File: src/sv/mnep_pkg.sv
// ----------------------------------------------------------------------------
// MIDI note event parser - package
// Shared constants, message kind codes, the request type and note tables.
// ----------------------------------------------------------------------------
package mnep_pkg;

  localparam int MSG_BYTES = 3;
  localparam int CNT_W     = $clog2(MSG_BYTES + 1);
  localparam int IDX_W     = $clog2(MSG_BYTES);

  localparam logic [3:0] KIND_NOTE_OFF = 4'h8;
  localparam logic [3:0] KIND_NOTE_ON  = 4'h9;
  localparam logic [3:0] KIND_BEND     = 4'hE;

  localparam logic [4:0]  RANGE_RESET = 5'd2;
  localparam logic [13:0] BEND_OFFSET = 14'h2000;
  localparam logic [31:0] ROOT_ONE    = 32'h4000_0000;
  // floor(2^30 / 12)
  localparam logic [26:0] TWELFTH     = 27'd89478485;

  typedef struct packed {
    logic [6:0]  note;
    logic [13:0] bend;
    logic [4:0]  rng;
  } mnep_req_t;

  // Top octave A8..G#9 in Hz, truncated
  function automatic logic [13:0] top_octave(input logic [3:0] idx);
    logic [13:0] v;
    case (idx)
      4'd0:    v = 14'd7040;
      4'd1:    v = 14'd7458;
      4'd2:    v = 14'd7902;
      4'd3:    v = 14'd8372;
      4'd4:    v = 14'd8869;
      4'd5:    v = 14'd9397;
      4'd6:    v = 14'd9956;
      4'd7:    v = 14'd10548;
      4'd8:    v = 14'd11175;
      4'd9:    v = 14'd11839;
      4'd10:   v = 14'd12543;
      4'd11:   v = 14'd13289;
      default: v = 14'd0;
    endcase
    return v;
  endfunction

  // 1 + R/12 in Q30, truncated: R * 2^30 / 12 = R * TWELFTH + floor(R / 3)
  function automatic logic [31:0] root_zero(input logic [4:0] r);
    logic [31:0] p;
    logic [9:0]  d;
    p = 32'(r) * 32'(TWELFTH);
    d = 10'(r) * 10'd11;
    return ROOT_ONE + p + 32'(d[9:5]);
  endfunction

endpackage

File: src/sv/mnep_sqrt.sv
// ----------------------------------------------------------------------------
// MIDI note event parser - bit-serial square root
// floor(sqrt(arg * 2^30)), one root bit per cycle.
// ----------------------------------------------------------------------------
module mnep_sqrt (
  input  logic        clk,
  input  logic        rst,
  input  logic        start,
  input  logic [31:0] arg,
  output logic        done,
  output logic [30:0] root
);

  logic        busy;
  logic [4:0]  cnt;
  logic [61:0] nsh;
  logic [31:0] rem;
  logic [33:0] rem_sh;
  logic [33:0] trial;
  logic [33:0] diff;
  logic        ge;

  always_comb begin
    rem_sh = {rem, nsh[61:60]};
    trial  = {1'b0, root, 2'b01};
    diff   = rem_sh - trial;
    ge     = (rem_sh >= trial);
  end

  always_ff @(posedge clk) begin
    if (rst) begin
      busy <= 1'b0;
      done <= 1'b0;
    end else begin
      done <= 1'b0;
      if (start && !busy) begin
        busy <= 1'b1;
        cnt  <= 5'd31;
        nsh  <= {arg, 30'd0};
        rem  <= 32'd0;
        root <= 31'd0;
      end else if (busy) begin
        nsh  <= {nsh[59:0], 2'b00};
        rem  <= ge ? diff[31:0] : rem_sh[31:0];
        root <= {root[29:0], ge};
        cnt  <= cnt - 5'd1;
        if (cnt == 5'd1) begin
          busy <= 1'b0;
          done <= 1'b1;
        end
      end
    end
  end

endmodule

File: src/sv/mnep_mul.sv
// ----------------------------------------------------------------------------
// MIDI note event parser - bit-serial multiplier
// 32 x 32 shift-and-add, multiplier bits taken MSB first.
// ----------------------------------------------------------------------------
module mnep_mul (
  input  logic        clk,
  input  logic        rst,
  input  logic        start,
  input  logic [31:0] a,
  input  logic [31:0] b,
  output logic        done,
  output logic [63:0] prod
);

  logic        busy;
  logic [5:0]  cnt;
  logic [31:0] mcand;
  logic [31:0] bsh;

  always_ff @(posedge clk) begin
    if (rst) begin
      busy <= 1'b0;
      done <= 1'b0;
    end else begin
      done <= 1'b0;
      if (start && !busy) begin
        busy  <= 1'b1;
        cnt   <= 6'd32;
        mcand <= a;
        bsh   <= b;
        prod  <= 64'd0;
      end else if (busy) begin
        prod <= {prod[62:0], 1'b0} + (bsh[31] ? {32'd0, mcand} : 64'd0);
        bsh  <= {bsh[30:0], 1'b0};
        cnt  <= cnt - 6'd1;
        if (cnt == 6'd1) begin
          busy <= 1'b0;
          done <= 1'b1;
        end
      end
    end
  end

endmodule

File: src/sv/mnep_div.sv
// ----------------------------------------------------------------------------
// MIDI note event parser - bit-serial reciprocal
// floor(2^60 / d), restoring division, one quotient bit per cycle.
// ----------------------------------------------------------------------------
module mnep_div (
  input  logic        clk,
  input  logic        rst,
  input  logic        start,
  input  logic [31:0] d,
  output logic        done,
  output logic [30:0] quot
);

  logic        busy;
  logic [5:0]  cnt;
  logic [31:0] dsr;
  logic [31:0] rem;
  logic [32:0] rem_sh;
  logic [32:0] diff;
  logic        ge;

  always_comb begin
    // numerator is a single one at bit 60, met on the first step
    rem_sh = {rem, (cnt == 6'd61)};
    diff   = rem_sh - {1'b0, dsr};
    ge     = (rem_sh >= {1'b0, dsr});
  end

  always_ff @(posedge clk) begin
    if (rst) begin
      busy <= 1'b0;
      done <= 1'b0;
    end else begin
      done <= 1'b0;
      if (start && !busy) begin
        busy <= 1'b1;
        cnt  <= 6'd61;
        dsr  <= d;
        rem  <= 32'd0;
        quot <= 31'd0;
      end else if (busy) begin
        rem  <= ge ? diff[31:0] : rem_sh[31:0];
        quot <= {quot[29:0], ge};
        cnt  <= cnt - 6'd1;
        if (cnt == 6'd1) begin
          busy <= 1'b0;
          done <= 1'b1;
        end
      end
    end
  end

endmodule

File: src/sv/mnep_freq.sv
// ----------------------------------------------------------------------------
// MIDI note event parser - frequency engine
// Base note frequency times the pitch bend factor, sequenced over the
// serial root, multiply and reciprocal units.
// ----------------------------------------------------------------------------
module mnep_freq (
  input  logic                clk,
  input  logic                rst,
  input  logic                start,
  input  mnep_pkg::mnep_req_t req,
  output logic                done,
  output logic [15:0]         freq
);

  localparam logic [3:0] F_IDLE  = 4'd0;
  localparam logic [3:0] F_BASE  = 4'd1;
  localparam logic [3:0] F_ROOT0 = 4'd2;
  localparam logic [3:0] F_SQRT  = 4'd3;
  localparam logic [3:0] F_PROD  = 4'd4;
  localparam logic [3:0] F_MULW  = 4'd5;
  localparam logic [3:0] F_FIN   = 4'd6;
  localparam logic [3:0] F_DIVW  = 4'd7;
  localparam logic [3:0] F_BMUL  = 4'd8;
  localparam logic [3:0] F_BMULW = 4'd9;

  localparam logic [3:0] LAST_ROOT = 4'd13;

  logic [3:0]  state;
  logic [7:0]  tone;
  logic [3:0]  oct;
  logic [13:0] bend;
  logic [4:0]  rng;
  logic [3:0]  k;
  logic [3:0]  j;
  logic [31:0] roots [14];
  logic [31:0] prod;

  logic        neg;
  logic [13:0] mag;
  logic [3:0]  shift;
  logic [13:0] base;
  logic [3:0]  ridx;

  logic        sq_start, sq_done;
  logic [31:0] sq_arg;
  logic [30:0] sq_root;
  logic        mul_start, mul_done;
  logic [31:0] mul_a, mul_b;
  logic [63:0] mul_p;
  logic        div_start, div_done;
  logic [30:0] div_q;

  always_comb begin
    neg    = bend[13];
    mag    = neg ? (14'd0 - bend) : bend;
    shift  = (oct >= 4'd10) ? 4'd0 : (4'd10 - oct);
    base   = mnep_pkg::top_octave(tone[3:0]) >> shift;
    ridx   = LAST_ROOT - j;

    sq_start  = (state == F_ROOT0) || ((state == F_SQRT) && sq_done && (k != LAST_ROOT));
    sq_arg    = (state == F_ROOT0) ? mnep_pkg::root_zero(rng) : {1'b0, sq_root};
    mul_start = ((state == F_PROD) && mag[j]) || (state == F_BMUL);
    mul_a     = (state == F_BMUL) ? {18'd0, base} : prod;
    mul_b     = (state == F_BMUL) ? {14'd0, prod[31:14]} : roots[ridx];
    div_start = (state == F_FIN) && neg;
  end

  mnep_sqrt u_sqrt (
    .clk   (clk),
    .rst   (rst),
    .start (sq_start),
    .arg   (sq_arg),
    .done  (sq_done),
    .root  (sq_root)
  );

  mnep_mul u_mul (
    .clk   (clk),
    .rst   (rst),
    .start (mul_start),
    .a     (mul_a),
    .b     (mul_b),
    .done  (mul_done),
    .prod  (mul_p)
  );

  mnep_div u_div (
    .clk   (clk),
    .rst   (rst),
    .start (div_start),
    .d     (prod),
    .done  (div_done),
    .quot  (div_q)
  );

  always_ff @(posedge clk) begin
    if (rst) begin
      state <= F_IDLE;
      done  <= 1'b0;
    end else begin
      done <= 1'b0;
      case (state)
        F_IDLE: begin
          if (start) begin
            tone  <= {1'b0, req.note} + 8'd3;
            oct   <= 4'd0;
            bend  <= req.bend;
            rng   <= req.rng;
            state <= F_BASE;
          end
        end
        F_BASE: begin
          // split note + 3 into octave and pitch class by repeated subtraction
          if (tone >= 8'd12) begin
            tone <= tone - 8'd12;
            oct  <= oct + 4'd1;
          end else begin
            state <= F_ROOT0;
          end
        end
        F_ROOT0: begin
          roots[0] <= mnep_pkg::root_zero(rng);
          k        <= 4'd1;
          state    <= F_SQRT;
        end
        F_SQRT: begin
          if (sq_done) begin
            roots[k] <= {1'b0, sq_root};
            if (k == LAST_ROOT) begin
              prod  <= mnep_pkg::ROOT_ONE;
              j     <= 4'd0;
              state <= F_PROD;
            end else begin
              k <= k + 4'd1;
            end
          end
        end
        F_PROD: begin
          if (mag[j]) begin
            state <= F_MULW;
          end else if (j == LAST_ROOT) begin
            state <= F_FIN;
          end else begin
            j <= j + 4'd1;
          end
        end
        F_MULW: begin
          if (mul_done) begin
            prod <= mul_p[61:30];
            if (j == LAST_ROOT) begin
              state <= F_FIN;
            end else begin
              j     <= j + 4'd1;
              state <= F_PROD;
            end
          end
        end
        F_FIN: begin
          state <= neg ? F_DIVW : F_BMUL;
        end
        F_DIVW: begin
          if (div_done) begin
            prod  <= {1'b0, div_q};
            state <= F_BMUL;
          end
        end
        F_BMUL: begin
          state <= F_BMULW;
        end
        F_BMULW: begin
          if (mul_done) begin
            freq  <= (|mul_p[63:32]) ? 16'hFFFF : mul_p[31:16];
            done  <= 1'b1;
            state <= F_IDLE;
          end
        end
        default: begin
          state <= F_IDLE;
        end
      endcase
    end
  end

endmodule

File: src/sv/midi_note_event_parser_top.sv
// ----------------------------------------------------------------------------
// MIDI note event parser - top level
// Collects MIDI bytes into a message buffer, evaluates it on a tick and
// emits note events carrying the pitch-bent frequency.
// ----------------------------------------------------------------------------
//  Channel   Direction  Payload
//  s_*       in         tuser = mode (1 = tick), tdata = byte_value
//  m_*       out        tuser = is_note_on, tdata = event fields (see port)
//  cfg_*     in         pitch_range_semitones, written whenever cfg_we is high
//
//  A byte beat goes straight into the message buffer; s_tready stays high between events.
//  A tick that yields an event holds s_tready low while the frequency is
//  formed and until the event moves into the output register. The event
//  then waits in the output register until m_tready takes it; byte beats
//  are accepted meanwhile. The frequency chain includes thirteen bit-serial
//  square roots.
//  Reset (rst, synchronous) clears the buffer, all channel bends and sets the
//  bend range to two semitones.
// ----------------------------------------------------------------------------
module midi_note_event_parser_top (
  input  logic        clk,
  input  logic        rst,
  input  logic        s_tvalid,
  output logic        s_tready,
  input  logic [7:0]  s_tdata,   // [7:0] byte_value
  input  logic        s_tuser,   // [0] mode
  output logic        m_tvalid,
  input  logic        m_tready,
  // [3:0] channel, [10:4] note_number, [17:11] velocity, [33:18] frequency_hz,
  // [41:34] status_byte, [43:42] message_length, [47:44] zero
  output logic [47:0] m_tdata,
  output logic        m_tuser,   // [0] is_note_on
  input  logic        cfg_we,
  input  logic [4:0]  cfg_wdata
);

  localparam int CNT_W = mnep_pkg::CNT_W;
  localparam int IDX_W = mnep_pkg::IDX_W;

  // Control states of the top level
  localparam logic [1:0] T_IDLE = 2'd0;
  localparam logic [1:0] T_CALC = 2'd1;
  localparam logic [1:0] T_HOLD = 2'd2;

  logic [1:0]       tstate;
  logic [4:0]       rng;
  logic [3:0]       kind;
  logic [3:0]       chan;
  logic [7:0]       slots [mnep_pkg::MSG_BYTES];
  logic [CNT_W-1:0] count;
  logic [13:0]      bends [16];

  // Event fields held while the frequency is formed
  logic             on_h;
  logic [3:0]       chan_h;
  logic [6:0]       note_h;
  logic [6:0]       vel_h;
  logic [7:0]       status_h;
  logic [1:0]       len_h;

  logic                beat;
  logic                tick;
  logic                is_on;
  logic                is_off;
  logic                is_bend;
  logic                fire;
  logic                bend_wr;
  logic                drop;
  logic                load;
  logic                eng_done;
  logic [15:0]         eng_freq;
  mnep_pkg::mnep_req_t eng_req;

  assign s_tready = (tstate == T_IDLE);

  always_comb begin
    beat    = s_tvalid && s_tready;
    tick    = beat && s_tuser && (count != '0);
    is_on   = (kind == mnep_pkg::KIND_NOTE_ON);
    is_off  = (kind == mnep_pkg::KIND_NOTE_OFF);
    is_bend = (kind == mnep_pkg::KIND_BEND);
    // note-on needs a full message, note-off only status and note
    fire    = tick && ((is_on && (count >= CNT_W'(3))) || (is_off && (count >= CNT_W'(2))));
    bend_wr = tick && is_bend && (count >= CNT_W'(3));
    // anything that is not a note or bend message is thrown away
    drop    = tick && !is_on && !is_off && !is_bend;
    load    = (tstate == T_HOLD) && (!m_tvalid || m_tready);

    eng_req.note = slots[1][6:0];
    eng_req.bend = bends[chan];
    eng_req.rng  = rng;
  end

  mnep_freq u_freq (
    .clk   (clk),
    .rst   (rst),
    .start (fire),
    .req   (eng_req),
    .done  (eng_done),
    .freq  (eng_freq)
  );

  // Bend range register
  always_ff @(posedge clk) begin
    if (rst) begin
      rng <= mnep_pkg::RANGE_RESET;
    end else if (cfg_we) begin
      rng <= cfg_wdata;
    end
  end

  // Message buffer and per-channel bend
  always_ff @(posedge clk) begin
    if (rst) begin
      kind  <= 4'd0;
      chan  <= 4'd0;
      count <= '0;
      for (int i = 0; i < mnep_pkg::MSG_BYTES; i++) begin
        slots[i] <= 8'd0;
      end
      for (int c = 0; c < 16; c++) begin
        bends[c] <= 14'd0;
      end
    end else if (beat && !s_tuser) begin
      if (s_tdata[7]) begin
        // status byte: start a new message
        kind     <= s_tdata[7:4];
        chan     <= s_tdata[3:0];
        slots[0] <= s_tdata;
        count    <= CNT_W'(1);
      end else if (count < CNT_W'(mnep_pkg::MSG_BYTES)) begin
        // data byte: append, drop it once the buffer is full
        slots[count[IDX_W-1:0]] <= s_tdata;
        count                   <= count + CNT_W'(1);
      end
    end else begin
      if (bend_wr) begin
        bends[chan] <= {slots[2][6:0], slots[1][6:0]} ^ mnep_pkg::BEND_OFFSET;
      end
      if (fire || bend_wr || drop) begin
        count <= '0;
      end
    end
  end

  // Capture event fields as the engine starts
  always_ff @(posedge clk) begin
    if (fire) begin
      on_h     <= is_on;
      chan_h   <= chan;
      note_h   <= slots[1][6:0];
      vel_h    <= slots[2][6:0];
      status_h <= slots[0];
      len_h    <= 2'(count);
    end
  end

  // Sequencing and output register
  always_ff @(posedge clk) begin
    if (rst) begin
      tstate   <= T_IDLE;
      m_tvalid <= 1'b0;
    end else begin
      case (tstate)
        T_IDLE: begin
          if (fire) begin
            tstate <= T_CALC;
          end
        end
        T_CALC: begin
          if (eng_done) begin
            tstate <= T_HOLD;
          end
        end
        T_HOLD: begin
          if (load) begin
            tstate <= T_IDLE;
          end
        end
        default: begin
          tstate <= T_IDLE;
        end
      endcase
      if (load) begin
        m_tvalid <= 1'b1;
      end else if (m_tready) begin
        m_tvalid <= 1'b0;
      end
    end
  end

  always_ff @(posedge clk) begin
    if (load) begin
      m_tuser <= on_h;
      m_tdata <= {4'd0, len_h, status_h, eng_freq, vel_h, note_h, chan_h};
    end
  end

endmodule

File: config.mk
export PLATFORM = sky130hd
export DESIGN_NAME = midi_note_event_parser_top
export DESIGN_NICKNAME = d
export VERILOG_FILES = /design/src/sv/mnep_pkg.sv /design/src/sv/mnep_sqrt.sv /design/src/sv/mnep_mul.sv /design/src/sv/mnep_div.sv /design/src/sv/mnep_freq.sv /design/src/sv/midi_note_event_parser_top.sv
export SDC_FILE = /design/constraint.sdc
export NUM_CORES = 2
export LEC_CHECK = 0
export ABC_AREA = 1
export BUFFER_PORTS_ARGS = -buffer_cell sky130_fd_sc_hd__buf_2
export CAP_MARGIN = 30
export CORE_MARGIN = 4
export CORE_UTILIZATION = 31
export CTS_BUF_LIST = sky130_fd_sc_hd__clkbuf_4 sky130_fd_sc_hd__clkbuf_8 sky130_fd_sc_hd__clkbuf_16
export DETAILED_ROUTE_END_ITERATION = 12
export HOLD_SLACK_MARGIN = 0.03
export RECOVER_POWER = 25
export SYNTH_ARGS = -nofsm -noshare
export SYNTH_HDL_FRONTEND = slang
export SYNTH_SLANG_ARGS = --single-unit
File: constraint.sdc
create_clock -name clk -period 8.4 [get_ports clk]
set_input_delay 0.84 -clock clk [delete_from_list [all_inputs] [get_ports clk]]
set_output_delay 0.84 -clock clk [all_outputs]
set_load 0.005 [all_outputs]
# --- Word level (Yosys, flattened, before mapping) ---
# Memories as Yosys holds them, arrays and structs flattened. A register that Yosys moved wholly into a read port is not among the register bits.
# Cells that the tools add are included.
word_totals:
  register_bits: 531
  latch_bits: 0
  ram_bits: 696
  romBits: 224
  output_inout_bits: 51
  n_memories: 4
classes:
  add_sub_neg: 17
  n_mul: 2
  n_div: 0
  n_lt_le_gt_ge: 8
  eq_ne: 36
  shift: 1
  muxes: 110
  bitwise_logic: 7
  reduce_logical: 69
memory_table:
  columns: ["name", "depth", "width", "rd", "rd_ports_with_merged_regs", "write_ports", "line", "rtl"]
  rows:
  - ["u_freq.roots", 14, 32, 1, 0, 1, "mnep_freq.sv:35", "logic [31:0] roots [14];"]
  - ["(no name shown)", 16, 14, 1, 1, 0, "mnep_pkg.sv:30", "case (idx)"]
  - ["bends", 16, 14, 1, 1, 16, "midi_note_event_parser_top.sv:51", "logic [13:0] bends [16];"]
  - ["slots", 3, 8, 3, 1, 3, "midi_note_event_parser_top.sv:49", "logic [7:0] slots [mnep_pkg::MSG_BYTES];"]
op_table:
  columns: ["operator", "count"]
  rows:
  - ["$mux 32", 14]
  - ["$mux 62", 2]
  - ["$pmux 32 s3", 1]
  - ["$mux 4", 23]
  - ["$add 64x32->64", 1]
  - ["$mux 64", 1]
  - ["$reduce_or 32->1", 2]
  - ["$sub 32x32->32", 2]
  - ["$mux 31", 2]
  - ["$mux 14", 3]
  - ["$mux 1", 41]
  - ["$pmux 4 s10", 1]
  - ["$ge 34x33->1", 1]
  - ["$ge 33x32->1", 1]
  - ["$add 31x32->32 const A", 1]
  - ["$add 32x4->32", 1]
  - ["$mul 5x27->32 const B", 1]
  - ["$mux 8", 4]
  - ["$eq 4x4->1 const B", 7]
  - ["$logic_and 1x1->1", 20]
  - ["$ne 2x2->1 const B", 10]
  - ["$mux 2", 9]
  - ["$eq 4x3->1 const B", 4]
  - ["$pmux 4 s2", 2]
  - ["other kinds (49)", 96]

# --- Depth between registers and ports, before layout ---
depth:
  ltp_word: 12
  ltp_mapped: 27
  mapped_depth_nobuf: 27

# --- Modules after synthesis ---
# A second synthesis with hierarchy kept.
unflattened:
  cells_unflattened: 6633
  area_unflattened_um2: 63223.1
modules_own_cells:
  columns: ["module", "n_inst", "cells_per_inst", "area_per_inst_um2"]
  rows:
  - ["mnep_freq", 1, 2227, 24911.4]
  - ["midi_note_event_parser_top", 1, 1160, 14467.6]
  - ["mnep_mul", 1, 1252, 9268.9]
  - ["mnep_sqrt", 1, 1033, 7450.9]
  - ["mnep_div", 1, 961, 7124.3]

# --- Worst setup path before layout ---
# Ideal clock, no wire load.
synth_timing:
  path_type: "flip-flop to flip-flop"
  startpoint: "reg u_freq.bend[0], read port of bends"
  endpoint: "reg u_freq.u_mul.bsh[0] (enable)"
  arrival_time_ns: 6.506
  required_time_ns: 7.777
  path_slack_ns: 1.271
  stages_incl_launch_ff: 15
  path_buffers: 0
  period_less_slack_ns: 7.129
  path_cell_list: "edfxtp_1 inv_2 ha_1 inv_1 nor3_2 nand2_1 nand2_1 nand2_1 nand3_1 nand3_1 nand2_1 nand2_1 nand2_1 nand3_4 a31oi_1"
synth_between:
  elab_chain_cells: 9
synth_lines:
  columns: ["element", "line", "rtl"]
  rows:
  - ["start, declared", "mnep_freq.sv:31", "logic [13:0] bend;"]
  - ["$sub 1x14->14", "mnep_freq.sv:55", "mag = neg ? (14'd0 - bend) : bend;"]
  - ["$mux 14 (*)", "mnep_freq.sv:55", null]
  - ["$bmux 1 s4 (*)", "mnep_freq.sv:62", "mul_start = ((state == F_PROD) && mag[j]) || (state == F_BMUL);"]
  - ["$mux 1 (not written as such) (*)", "mnep_freq.sv:62", null]
  - ["$logic_and 1x1->1 (*)", "mnep_freq.sv:62", null]
  - ["$logic_or 1x1->1 (*)", "mnep_freq.sv:62", null]
  - ["$logic_and 1x1->1 (*)", "mnep_mul.sv:26", "if (start && !busy) begin"]
  - ["$reduce_bool 2->1 (no line) (*)", null, null]
  - ["$reduce_and 2->1 (no line) (*)", null, null]
  - ["end signal, assigned", "mnep_mul.sv:34", "bsh <= {bsh[30:0], 1'b0};"]
  - ["end, declared", "mnep_mul.sv:18", "logic [31:0] bsh;"]
# Mark *: on every way between the ends. The rest lies on a longest branch, timed or not. The select of a mux whose other input is x is not followed.
# A chain may end at the register's enable or synchronous reset.

# --- Worst setup path in the final report ---
layout_timing:
  startpoint: "reg u_freq.rng[1]"
  endpoint: "mem u_freq.roots[10][24], data pin"
layout_between:
  elab_chain_cells: 4
layout_lines:
  columns: ["element", "line", "rtl"]
  rows:
  - ["start, declared", "mnep_freq.sv:32", "logic [4:0] rng;"]
  - ["start signal, assigned", "mnep_freq.sv:108", "rng <= req.rng;"]
  - ["$mul 5x27->32", "mnep_pkg.sv:52", "p = 32'(r) * 32'(TWELFTH);"]
  - ["$add 31x32->32", "mnep_pkg.sv:54", "return ROOT_ONE + p + 32'(d[9:5]);"]
  - ["$add 32x4->32 (*)", "mnep_pkg.sv:54", null]
  - ["$mux 32 (no line) (*)", null, null]
  - ["end, declared", "mnep_freq.sv:35", null]
# Mark *: on every way between the ends. The rest lies on a longest branch, timed or not.

==> metrics.yaml <==
logic_synthesis:
  ys.flop_type: "edfxtp_1"
  synth_warnings: 0
  syn_inst: 5590
  async_flop_share_pct: 0
  syn_area_per_cell_um2: 10.4
  synth-seq-cells: 1233
  synth_cell_types: 70
  ys_seq_area_share_pct: 62.7
  syn_area_um2: 58400
  synth-edff-count: 1190
clock_tree:
  clock_latency_ns: 0.77
  cts_sinks: 1233
  tritoncts: "done"
  path_clk_slew_ns: 0.06
  postCtsSetupBuffers: 0
  cts_root_buf: "clkbuf_16"
  cts-resized-gates: 0
  clockBufferDepth: 3
  htree_levels: 4
  numCtsBuffers: 134
  ctsHoldBuffers: 0
die:
  core-area_um2: 186000
  die_w_um: 442
  rows: 158
  die-area_um2: 195000
  fp.dieH_um: 442
  ios: 70
  start_util_pct: 31.3
place:
  portBuffers: 65
  preCtsSetupSlack_ns: 1.62
  placed_cells: 7970
  dpl.hpwl_mm: 99.3
  place_congestion: 0.934
  postPlaceCellArea_um2: 61600
finish:
  final_nets: 5809
  final-instance-count-excl-fill: 8216
  area_growth_pct: 12.6
  mostFrequentLayoutCells: "edfxtp_1, nor2_1, nand2_1"
  drive_gt1_share_pct: 6.98
  stdcell_area_um2: 65700
  post-route-util_pct: 35.3
  mostFrequentLayoutCell: "edfxtp_1"
setup_path:
  cp.arrival_ns: 7.31
  crit_required_ns: 8.89
  path_max_fanout: 10
  cp-start-kind: "flip-flop"
  crit_type: "reg -> reg"
  crit_path_end_kind: "flip-flop"
sta:
  finalHoldViolations: 0
  clock.fmax_mhz: 147
  slew_headroom_pct: -173
  drv_slew: 427
  setup_viol: 0
  rsz0062_at_grt: "false"
  setup_ws_ns: 1.58
  finalSetupTns_ns: 0
  fin_skew_ns: 0.0267
  hold_slack_ns: 0.329
  worstMarginPinSlew_ns: 4.10
  finalCritPeriodShare_pct: 81.2
  min_period_ns: 6.82
power_and_ir_drop:
  ir_drop_v: 0.000181
  power_mw: 13.4
  p_leak_nw: 24.0
  power_density_nw_per_um2: 204
detailed_routing:
  via_per_inst: 5.07
  drc: 0
  detail-route-antenna-nets: 0
  vias: 41700
  wl_per_cell_um: 19.3
  drt_iter0_markers: 4122
  drt-total-wl_mm: 159
  dr.pass1.iters: 5
flow_run:
  maxCapViolations: 9
grt:
  grt_max_degree: 223
  grt_most_used_layer: "met2"
  grt_use_total_pct: 15.6
  grt_overflow: 0
  grt_pass1_vias: 39800
  grt_pass1_wl_mm: 240
  met2_usage_pct: 25.2
  antenna_found_initial: 2
  grtUsageMet3_pct: 2.35
  grt_use_met1_pct: 21.9
run_status:
  status: "finished with violations"
  violations: "max-capacitance violations, max-slew violations"
min_path:
  hold_path.class: "in -> reg"
## synth_stat cells (all sizes together) (39+ instances only)
cell type | number | area, um2
xnor2 | 50 | 438
nand3 | 315 | 1590
nor2 | 872 | 3290
xor2 | 61 | 534
a21oi | 291 | 1460
buf | 100 | 534
dfxtp | 43 | 861
a21boi | 40 | 300
a22oi | 60 | 450
ha | 154 | 1930
o21ai | 579 | 2920
edfxtp | 1190 | 35700
nand4 | 39 | 250
nor3 | 53 | 315
nand2 | 751 | 2880
o22ai | 129 | 807
clkbuf | 162 | 608
inv | 492 | 1850
## logic make-up after synthesis
group / after synthesis / synth area share (%)
fa+ha+maj: 161 / 3.54
flops: 1233 / 62.7
mux: 2 / 0.0343
xor+xnor: 111 / 1.67
buf+inv: 764 / 5.19
compound gates: 1230 / 11.9
other cells: 1 / 0.00642
simple gates: 2088 / 15.0
## where the power goes
group | total [mW] | leakage, nW | internal [mW] | switching [mW]
combinational | 0.671 | 10.4 | 0.190 | 0.482
clock | 5.84 | 2.16 | 3.35 | 2.49
sequential | 6.87 | 11.4 | 6.81 | 0.0566
## worst paths after layout
check / startpoint / end / slack, ns / cells after the start
worst max-delay path: u_freq.rng[1] / u_freq.roots[10][24] / 1.58 / 20
worst min-delay path: cfg_wdata[2] / rng[2] / 0.33 / 3
worst max register to register: u_freq.rng[1] / u_freq.roots[10][24] / 1.58 / 20
worst min register to register: u_freq.freq[8] / m_tdata[26] / 0.42 / 0
## metal layers
layer	part of all wire, %	wire length [um]
met5	0	0
met3	6.1	9720
met1	45	72000
met2	46	73200
met4	2.3	3590
## flip-flops by register name, summed over array words and instances (netlist names), 44 cells and up, named ones only
register           flops
bends                224
m_tdata               44
u_freq.roots         448
u_freq.u_mul.prod     64
## layout make-up
class | count | area [um2]
diodes | 2 | 5.00
clock buffers | 165 | 3630
clock inverters | 76 | 717
fillers | 18600 | 121000
inverters | 502 | 1890
multi-input cells | 3596 | 18800
flip-flops and latches | 1233 | 36600
well taps | 2480 | 3100
repair buffers | 162 | 936
## critical path, stage by stage, from the launching register on
cell and delay [ns]:
edfxtp_1 0.53, ha_1 0.38, fa_1 0.47, ha_1 0.33, a21oi_1 0.12, o21ai_0 0.14
a21o_1 0.21, a21o_1 0.19, a21o_1 0.16, ha_1 0.27, ha_1 0.30, fa_1 0.57
inv_1 0.07, fa_1 0.45, o21ai_0 0.20, a21oi_1 0.12, o21ai_0 0.46, xor2_1 0.17
nand2_1 0.62, o21ai_0 0.48, buf_2 0.31
Note: power is estimated with default switching activity, not from simulation.
